$ cat src/btum_pkg.sv
// Shared types, codes and helpers for the busy-time utilization monitor.
// No dependencies; btum_job_store and the top level import this package.
package btum_pkg;

  // Default number of job types held in the job store
  localparam int JOB_TYPES_DEFAULT = 16;

  // Command codes
  localparam logic [1:0] CMD_BUSY   = 2'd0;
  localparam logic [1:0] CMD_IDLE   = 2'd1;
  localparam logic [1:0] CMD_SET    = 2'd2;
  localparam logic [1:0] CMD_SAMPLE = 2'd3;

  // Metric kinds
  localparam logic [2:0] KIND_EMPTY     = 3'd0;
  localparam logic [2:0] KIND_BUSY_IDLE = 3'd1;
  localparam logic [2:0] KIND_ABSOLUTE  = 3'd2;
  localparam logic [2:0] KIND_INC_TOTAL = 3'd3;
  localparam logic [2:0] KIND_INCREMENT = 3'd4;

  // Configuration register indexes
  localparam logic CFG_JOB_TYPE_MAP = 1'b0;
  localparam logic CFG_REPORT_TOP   = 1'b1;

  // Record kinds
  localparam logic REC_JOB     = 1'b0;
  localparam logic REC_SUMMARY = 1'b1;

  typedef struct packed {
    logic [1:0]         command;
    logic [3:0]         job_id;
    logic [63:0]        timestamp;
    logic signed [47:0] metric_value;
  } in_t;

  typedef struct packed {
    logic               record_kind;
    logic [3:0]         job_index;
    logic [2:0]         metric_kind;
    logic [31:0]        jobs_delta;
    logic [63:0]        busy_delta;
    logic [63:0]        duration;
    logic               running;
    logic signed [47:0] user_value;
    logic               custom_valid;
    logic               last;
  } out_t;

  // One job store entry: live counters and their values at the last sample
  typedef struct packed {
    logic [63:0] busy;
    logic [31:0] count;
    logic [47:0] custom;
    logic [63:0] s_busy;
    logic [31:0] s_count;
    logic [47:0] s_custom;
  } entry_t;

  // Metric kind of job j: 3-bit field j of the type map
  function automatic logic [2:0] kind_of(input logic [47:0] map, input logic [3:0] j);
    logic [47:0] sh;
    sh = map >> ({2'b00, j} * 6'd3);
    return sh[2:0];
  endfunction

endpackage

$ cat src/btum_ram.sv
// Generic single-port-write, single-port-read RAM with registered read data.
// No dependencies.
module btum_ram #(
  parameter int WIDTH = 8,
  parameter int DEPTH = 16,
  parameter int AW    = (DEPTH > 1) ? $clog2(DEPTH) : 1
) (
  input  logic             clk,
  input  logic             wr_en,
  input  logic [AW-1:0]    wr_addr,
  input  logic [WIDTH-1:0] wr_data,
  input  logic             rd_en,
  input  logic [AW-1:0]    rd_addr,
  output logic [WIDTH-1:0] rd_data
);

  logic [WIDTH-1:0] mem [DEPTH];

  // write port
  always_ff @(posedge clk) begin
    if (wr_en) begin
      mem[wr_addr] <= wr_data;
    end
  end

  // registered read port
  always_ff @(posedge clk) begin
    if (rd_en) begin
      rd_data <= mem[rd_addr];
    end
  end

endmodule

$ cat src/btum_job_store.sv
// Per-job-type store: one RAM entry per job type plus a valid bit per entry.
// Depends on btum_pkg and btum_ram; entries never written read as zero.
module btum_job_store #(
  parameter int DEPTH = btum_pkg::JOB_TYPES_DEFAULT,
  parameter int AW    = (DEPTH > 1) ? $clog2(DEPTH) : 1
) (
  input  logic              clk,
  input  logic              rst,
  input  logic              rd_en,
  input  logic [AW-1:0]     rd_addr,
  output btum_pkg::entry_t  rd_data,
  input  logic              wr_en,
  input  logic [AW-1:0]     wr_addr,
  input  btum_pkg::entry_t  wr_data
);
  import btum_pkg::*;

  localparam int EW = $bits(entry_t);

  logic [DEPTH-1:0] vld;
  logic             vld_q;
  logic [EW-1:0]    ram_q;

  btum_ram #(
    .WIDTH (EW),
    .DEPTH (DEPTH),
    .AW    (AW)
  ) u_ram (
    .clk     (clk),
    .wr_en   (wr_en),
    .wr_addr (wr_addr),
    .wr_data (wr_data),
    .rd_en   (rd_en),
    .rd_addr (rd_addr),
    .rd_data (ram_q)
  );

  // valid bits: set on first write, cleared by reset
  always_ff @(posedge clk) begin
    if (rst) begin
      vld   <= '0;
      vld_q <= 1'b0;
    end else begin
      if (wr_en) begin
        vld[wr_addr] <= 1'b1;
      end
      if (rd_en) begin
        vld_q <= vld[rd_addr];
      end
    end
  end

  // unwritten entries read as their reset value
  assign rd_data = vld_q ? entry_t'(ram_q) : '0;

endmodule

$ cat config.mk
export PLATFORM = sky130hd
export DESIGN_NAME = btum_job_store
export DESIGN_NICKNAME = d
export VERILOG_FILES = /design/src/btum_pkg.sv /design/src/btum_ram.sv /design/src/btum_job_store.sv
export SDC_FILE = /design/constraint.sdc
export NUM_CORES = 2
export LEC_CHECK = 0
export BUFFER_PORTS_ARGS = -buffer_cell sky130_fd_sc_hd__clkbuf_2
export CAP_MARGIN = 20
export CORE_UTILIZATION = 60
export CTS_BUF_LIST = sky130_fd_sc_hd__clkbuf_4 sky130_fd_sc_hd__clkbuf_8
export CTS_CLUSTER_DIAMETER = 120
export CTS_CLUSTER_SIZE = 24
export DETAILED_ROUTE_END_ITERATION = 6
export PLACE_DENSITY = 0.74
export SYNTH_ARGS = -nofsm -noshare
export SYNTH_HDL_FRONTEND = slang
export SYNTH_MEMORY_MAX_BITS = 65536
export SYNTH_SLANG_ARGS = --single-unit
$ cat constraint.sdc
create_clock -name clk -period 30.2 [get_ports clk]
set_input_delay 0 -clock clk [delete_from_list [all_inputs] [get_ports clk]]
set_output_delay 0 -clock clk [all_outputs]
set_load 0.02 [all_outputs]
# Word-level counts from Yosys, hierarchy flattened
# Memories as Yosys holds them, arrays and structs flattened. A register that Yosys moved wholly into a read port is not among the register bits.
# Index checks and enable logic that the tools add are counted.
[op_classes]
order_cmp = 3
n_mux = 7
n_bitwise = 1
reduce_logical = 1
[op_table]
columns = ["op", "count"]
rows = [
  ["288-bit two-way mux", 1],
  ["16-bit bitwise OR", 1],
  ["4-bit by 5-bit less-than comparator with 1-bit output (second input constant)", 2],
  ["1-bit binary-select mux with 4-bit select", 1],
  ["1-bit demux with 4-bit select", 1],
  ["4-bit by 1-bit >= comparator with 1-bit output (second input constant)", 1],
  ["1-bit two-way mux", 4],
  ["1-bit logical AND", 1],
]
[totals]
ff_bits = 17
mem_bits_rw = 4608
inputBits = 300
memories = 1
[mem_list]
columns = ["memory", "depth", "word_bits", "read_ports", "rd_ports_with_merged_regs", "wr", "line_no", "text"]
rows = [
  ["u_ram.mem", 16, 288, 1, 1, 1, "btum_ram.sv:17", "logic [WIDTH-1:0] mem [DEPTH];"],
]

# Logic depth before layout (Yosys ltp)
[logic_depth]
depth_word = 5
depth_mapped = 9

# By module
# From an unflattened synthesis, not the netlist that was laid out.
[unflattened]
hier_cells = 7926
area_unflattened_um2 = 183454.7
[modules_own_cells]
columns = ["mod", "instances", "cells_per_inst", "area_per_inst_um2", "seq_area_each_um2"]
rows = [
  ["btum_ram", 1, 7527, 180785.9, 147021.0],
  ["btum_job_store", 1, 399, 2668.8, 340.3],
]

# Worst setup path before layout
# Ideal clock, no wire load.
[synth_path]
kind = "input to register"
startpoint = "input wr_addr[2]"
endpoint = "memory u_ram.mem[0][0] (netlist name), enable pin"
setup_ns = 1.297
t_arrival_ns = 19.928
required_ns = 28.903
path_slack_ns = 8.976
stages = 2
path_buffers = 0
path_cell_list = "or3b_2 > nor3_1"
[synth_rtl]
columns = ["item", "line_no", "text"]
rows = [
  ["from (decl)", "btum_job_store.sv:13", "input logic [AW-1:0] wr_addr,"],
  ["to (decl)", "btum_ram.sv:17", ""],
]
# No word-level cell before the write port.

# Worst setup path after layout
[layout_path]
startpoint = "input rd_addr[0]"
endpoint = "register vld_q"
[layout_between]
elab_chain_len = 2
[layout_rtl]
columns = ["item", "line_no", "text"]
rows = [
  ["from (decl)", "btum_job_store.sv:10", "input logic [AW-1:0] rd_addr,"],
  ["1-bit binary-select mux with 4-bit select", "btum_job_store.sv:48", "vld_q <= vld[rd_addr];"],
  ["1-bit two-way mux (not written as such)", "btum_job_store.sv:48", ""],
  ["to (signal assigned)", "btum_job_store.sv:48", ""],
  ["to (decl)", "btum_job_store.sv:21", "logic vld_q;"],
]
# No other way between the ends. The select of a mux whose other input is x is not followed.
# A chain may end at the register's enable or synchronous reset.

==> summary.txt <==
Finish
  – Final non-filler cell total: 12,758
  – Post-Route Utilization: 66.1%
  – Final design area excluding fillers: 202,000 um2
  – Register area: 147,000 um2
  – Area grow syn2layout: 9.55%
  – Filler cells: 19,012
  – Share of post-route cells with drive strength above 1: 27.8%
  – Nets: 8,871
  – Multi-input gate area: 35,300 um2

Power and ir drop
  – Pint: 0.00875 W
  – P_sw: 0.00232 W
  – Leakage: 63.1 nW
  – Switching Fraction: 20.9%
  – Seq pwr share: 69.8%
  – Worst VDD drop: 47.9 uV
  – Comb pwr share: 6.6%
  – Cell Pwr Density: 54.8 nW/um2
  – Clock power frac: 23.7%

STA
  – Max Clk Rate: 0.165 GHz
  – Worst Max-Slew Pin Slew: 1.16 ns
  – Setup-failing EPs final: 0
  – RSZ-0062 raised after global routing: false
  – Fin crit share: 20.1%
  – Setup TNS: 0 ns
  – Max-slew violations: 0
  – Final min period: 6.07 ns
  – Clock skew: 0.0747 ns
  – Endpoints failing hold: 0
  – Max_slew headroom: 22.6%

Critical path
  – Cell family with the largest share of critical-path delay: buffers and inverters
  – FF-to-FF path depth: 7
  – Worst Setup Path Type: in -> reg
  – RR Endpoint: vld_q$_SDFFE_PP0P_
  – Critical Path AT: 7.07 ns
  – Critical Path Start Type: primary input
  – Max Fanout on Critical Path: 113
  – Largest stage delay, worst path: 0.81 ns
  – Critical Path Slowest Stage Cell: buf_4
  – Reg-to-reg setup timing slack: 27.36 ns
  – CP Data Required Time: 31.20 ns
  – Worst Setup End Kind: register
  – Most used cell, CP: dlygate4sd3_1
  – RR Startpoint: vld[9]$_SDFFE_PP0P_
  – Worst path cell trace: dlygate4sd3_1 -> buf_12 -> buf_4 -> buf_4 -> buf_12 -> buf_12 -> mux2i_1 -> a221oi_1 -> dlygate4sd3_1 -> a21oi_1 -> dlygate4sd3_1 -> o211ai_1 -> dlygate4sd3_1
  – Crit path buffers/inverters: 9

Placed design
  – Buffers on Ports: 587
  – Dpl cell area: 192,000 um2
  – GPL Wtd Cong: 0.755
  – Post-DP HPWL: 209,000 um
  – # placed instances: 11,841

Synthesis
  – Largest area contributor in the netlist: edfxtp_1
  – Cell Area, Synth: 184,000 um2
  – Synth Area per Inst: 25.0 um2
  – Synth top cells by count: 4,896 x edfxtp_1, 1,349 x mux4_2, 288 x and2_1, 209 x clkbuf_1, 119 x buf_2
  – Synth cell types: 25
  – Synth top area share: 79.7%
  – Cells after Synth: 7,380
  – Main synth FF type: edfxtp_1
  – Fraction of registers with async set/reset: 0%
  – Area contributors post-synth: edfxtp_1 80%, mux4_2 16%, and2_1 0.98%, mux2i_1 0.53%, clkbuf_1 0.43%
  – Number of flops mapped to enable cells by yosys: 4,896
  – Syn_nets: 7,680
  – Synthesis Warnings: 0
  – Synthesis-stage register bit count: 4,913
  – Most common cell in the synthesized netlist: edfxtp_1
  – Seq/Total Area, Yosys: 79.9%

Clock network
  – Worst-skew pair later-pin latency: 1.09 ns
  – CTS root buf: clkbuf_8
  – PostCTS Resize Cnt: 0
  – CTS max path bufs: 4
  – Clock transition at the registers of the reported paths: 0.14 ns
  – CTS tree: done
  – Post-CTS Setup Repair Bufs: 0
  – Post-CTS Hold Buffers: 599
  – CTS Buf Count: 228
  – H-tree depth: 4
  – Clock tree sinks: 4,913

Floorplanning
  – I/O pin count: 588
  – Die width: 556 um
  – Initial Utilization: 60.3%
  – Core Rows: 203
  – Die Area: 310,000 um2
  – Die Y: 556 um
  – Total core area: 306,000 um2

Worst hold path
  – Worst hold path stage count: 3
  – Min-delay worst type: in -> reg
  – Hold path start: rd_addr[3]
  – Hold Crit Endpoint: u_ram.rd_data[33]$_DFFE_PP_

Routing
  – Vias per inst: 6.56
  – Via count: 83,749
  – Pre-antenna DRT Iters: 7
  – Post-Route WL: 410,000 um
  – Drc violations: 2
  – ANT nets after route: 0
  – Initial DRC count: 10,163
  – WL/cell: 32.1 um

Global route
  – Global-route wire length before repair: 589,000 um
  – Vias in the first global route: 84,850
  – Pin count of the biggest net entering global routing: 114
  – Total grt overflow: 0
  – Initial antenna violation count: 66
  – GRT Total Usage: 26.5%

Run
  – Max cap viols: 0

Run status
  – Status: finished, violations left
  – Failing checks: design-rule violations
metal layers:
layer / vias to the layer above / GRT usage [%] / routed length [um]
met5: - / 0 / 257
met4: 44 / 6.66 / 10600
met3: 526 / 3.69 / 33100
met2: 4050 / 43.9 / 206000
met1: 45445 / 38.0 / 159000
li1: 33684 / - / -
worst max path at each step:
stage,start,end,slack [ns],cells after the start
final,rd_addr[0],vld_q$_SDFFE_PP0P_,24.13,13
after detailed placement,rd_addr[0],u_ram.rd_data[128]$_DFFE_PP_,23.64,10
after global placement,rd_addr[0],u_ram.rd_data[83]$_DFFE_PP_,23.72,10
after CTS,rd_addr[0],vld_q$_SDFFE_PP0P_,24.18,13
after floorplan,wr_addr[2],u_ram.mem[0][0]$_DFFE_PP_,8.98,2
after global routing,rd_addr[0],vld_q$_SDFFE_PP0P_,23.69,13
cells by family (layout without fill, tap and decap cells):
logic type / Yosys count / after routing / synth area share [%]
simple gates: 442 / 442 / 1.43
buf+inv: 388 / 1626 / 1.01
flops: 4913 / 4913 / 79.9
mux: 1446 / 1446 / 17.0
compound gates: 191 / 191 / 0.652
other cells: 0 / 40 / 0
power groups by stage:
stage | Sequential (W) | Combinational, W | Clock, W
global placement | 0.00786 | 0.000643 | 0
floorplan | 0.00789 | 0.000412 | 0
CTS | 0.00772 | 0.000733 | 0.00267
global route | 0.00773 | 0.000771 | 0.00286
finish | 0.00772 | 0.000726 | 0.00262
detailed placement | 0.00787 | 0.000661 | 0
final cells by class:
class	count	area share (%)
diodes	40	0.0495
clock buffers	264	1.69
clock inverters	13	0.0793
inverters	1	0.00186
multi-input cells	2079	17.5
flip-flops and latches	4913	72.9
well taps	4100	2.54
repair buffers	1348	5.22
placed cells by master (no fill, tap or decap), drive strengths merged:
cell type / netlist / layout
a2111oi: 1 / 1
o211ai: 1 / 1
clkbuf: 209 / 846
nand3b: 3 / 3
clkinv: 0 / 3
clkinvlp: 0 / 2
nand2: 2 / 2
nand3: 2 / 2
nor2: 46 / 46
diode: 0 / 40
a221oi: 1 / 1
nor2b: 94 / 94
or3b: 1 / 1
dlygate4sd3: 0 / 598
nor3: 4 / 4
edfxtp: 4896 / 4896
buf: 178 / 168
mux4: 1349 / 1349
inv: 1 / 9
a21oi: 94 / 94
a22oi: 1 / 1
a211oi: 93 / 93
and2: 288 / 288
dfxtp: 17 / 17
mux2i: 97 / 97
nand2b: 2 / 2
metrics by stage:
| stage | power [W] | setup slack (ns) | hold slack, ns |
|---|---|---|---|
| after floorplan | 0.00830 | 8.98 | 0.0989 |
| after global placement | 0.00851 | 23.72 | 0.366 |
| after detailed placement | 0.00853 | 23.64 | 0.397 |
| after CTS | 0.0111 | 24.18 | 0.00295 |
| after global routing | 0.0114 | 23.69 | 0.0652 |
| final | 0.0111 | 24.13 | 0.120 |
sequential cells by signal, indices dropped and copies added, names as in the netlist:
| register | count |
|---|---|
| u_ram.rd_data | 288 |
| vld | 16 |
| vld_q | 1 |
| u_ram.mem | 4608 |
tightest hold or removal path: stages:
cell and delay, ns:
dlygate4sd3_1 0.56, buf_8 0.31, a21oi_1 0.22
(Power assumes the default switching activity.)
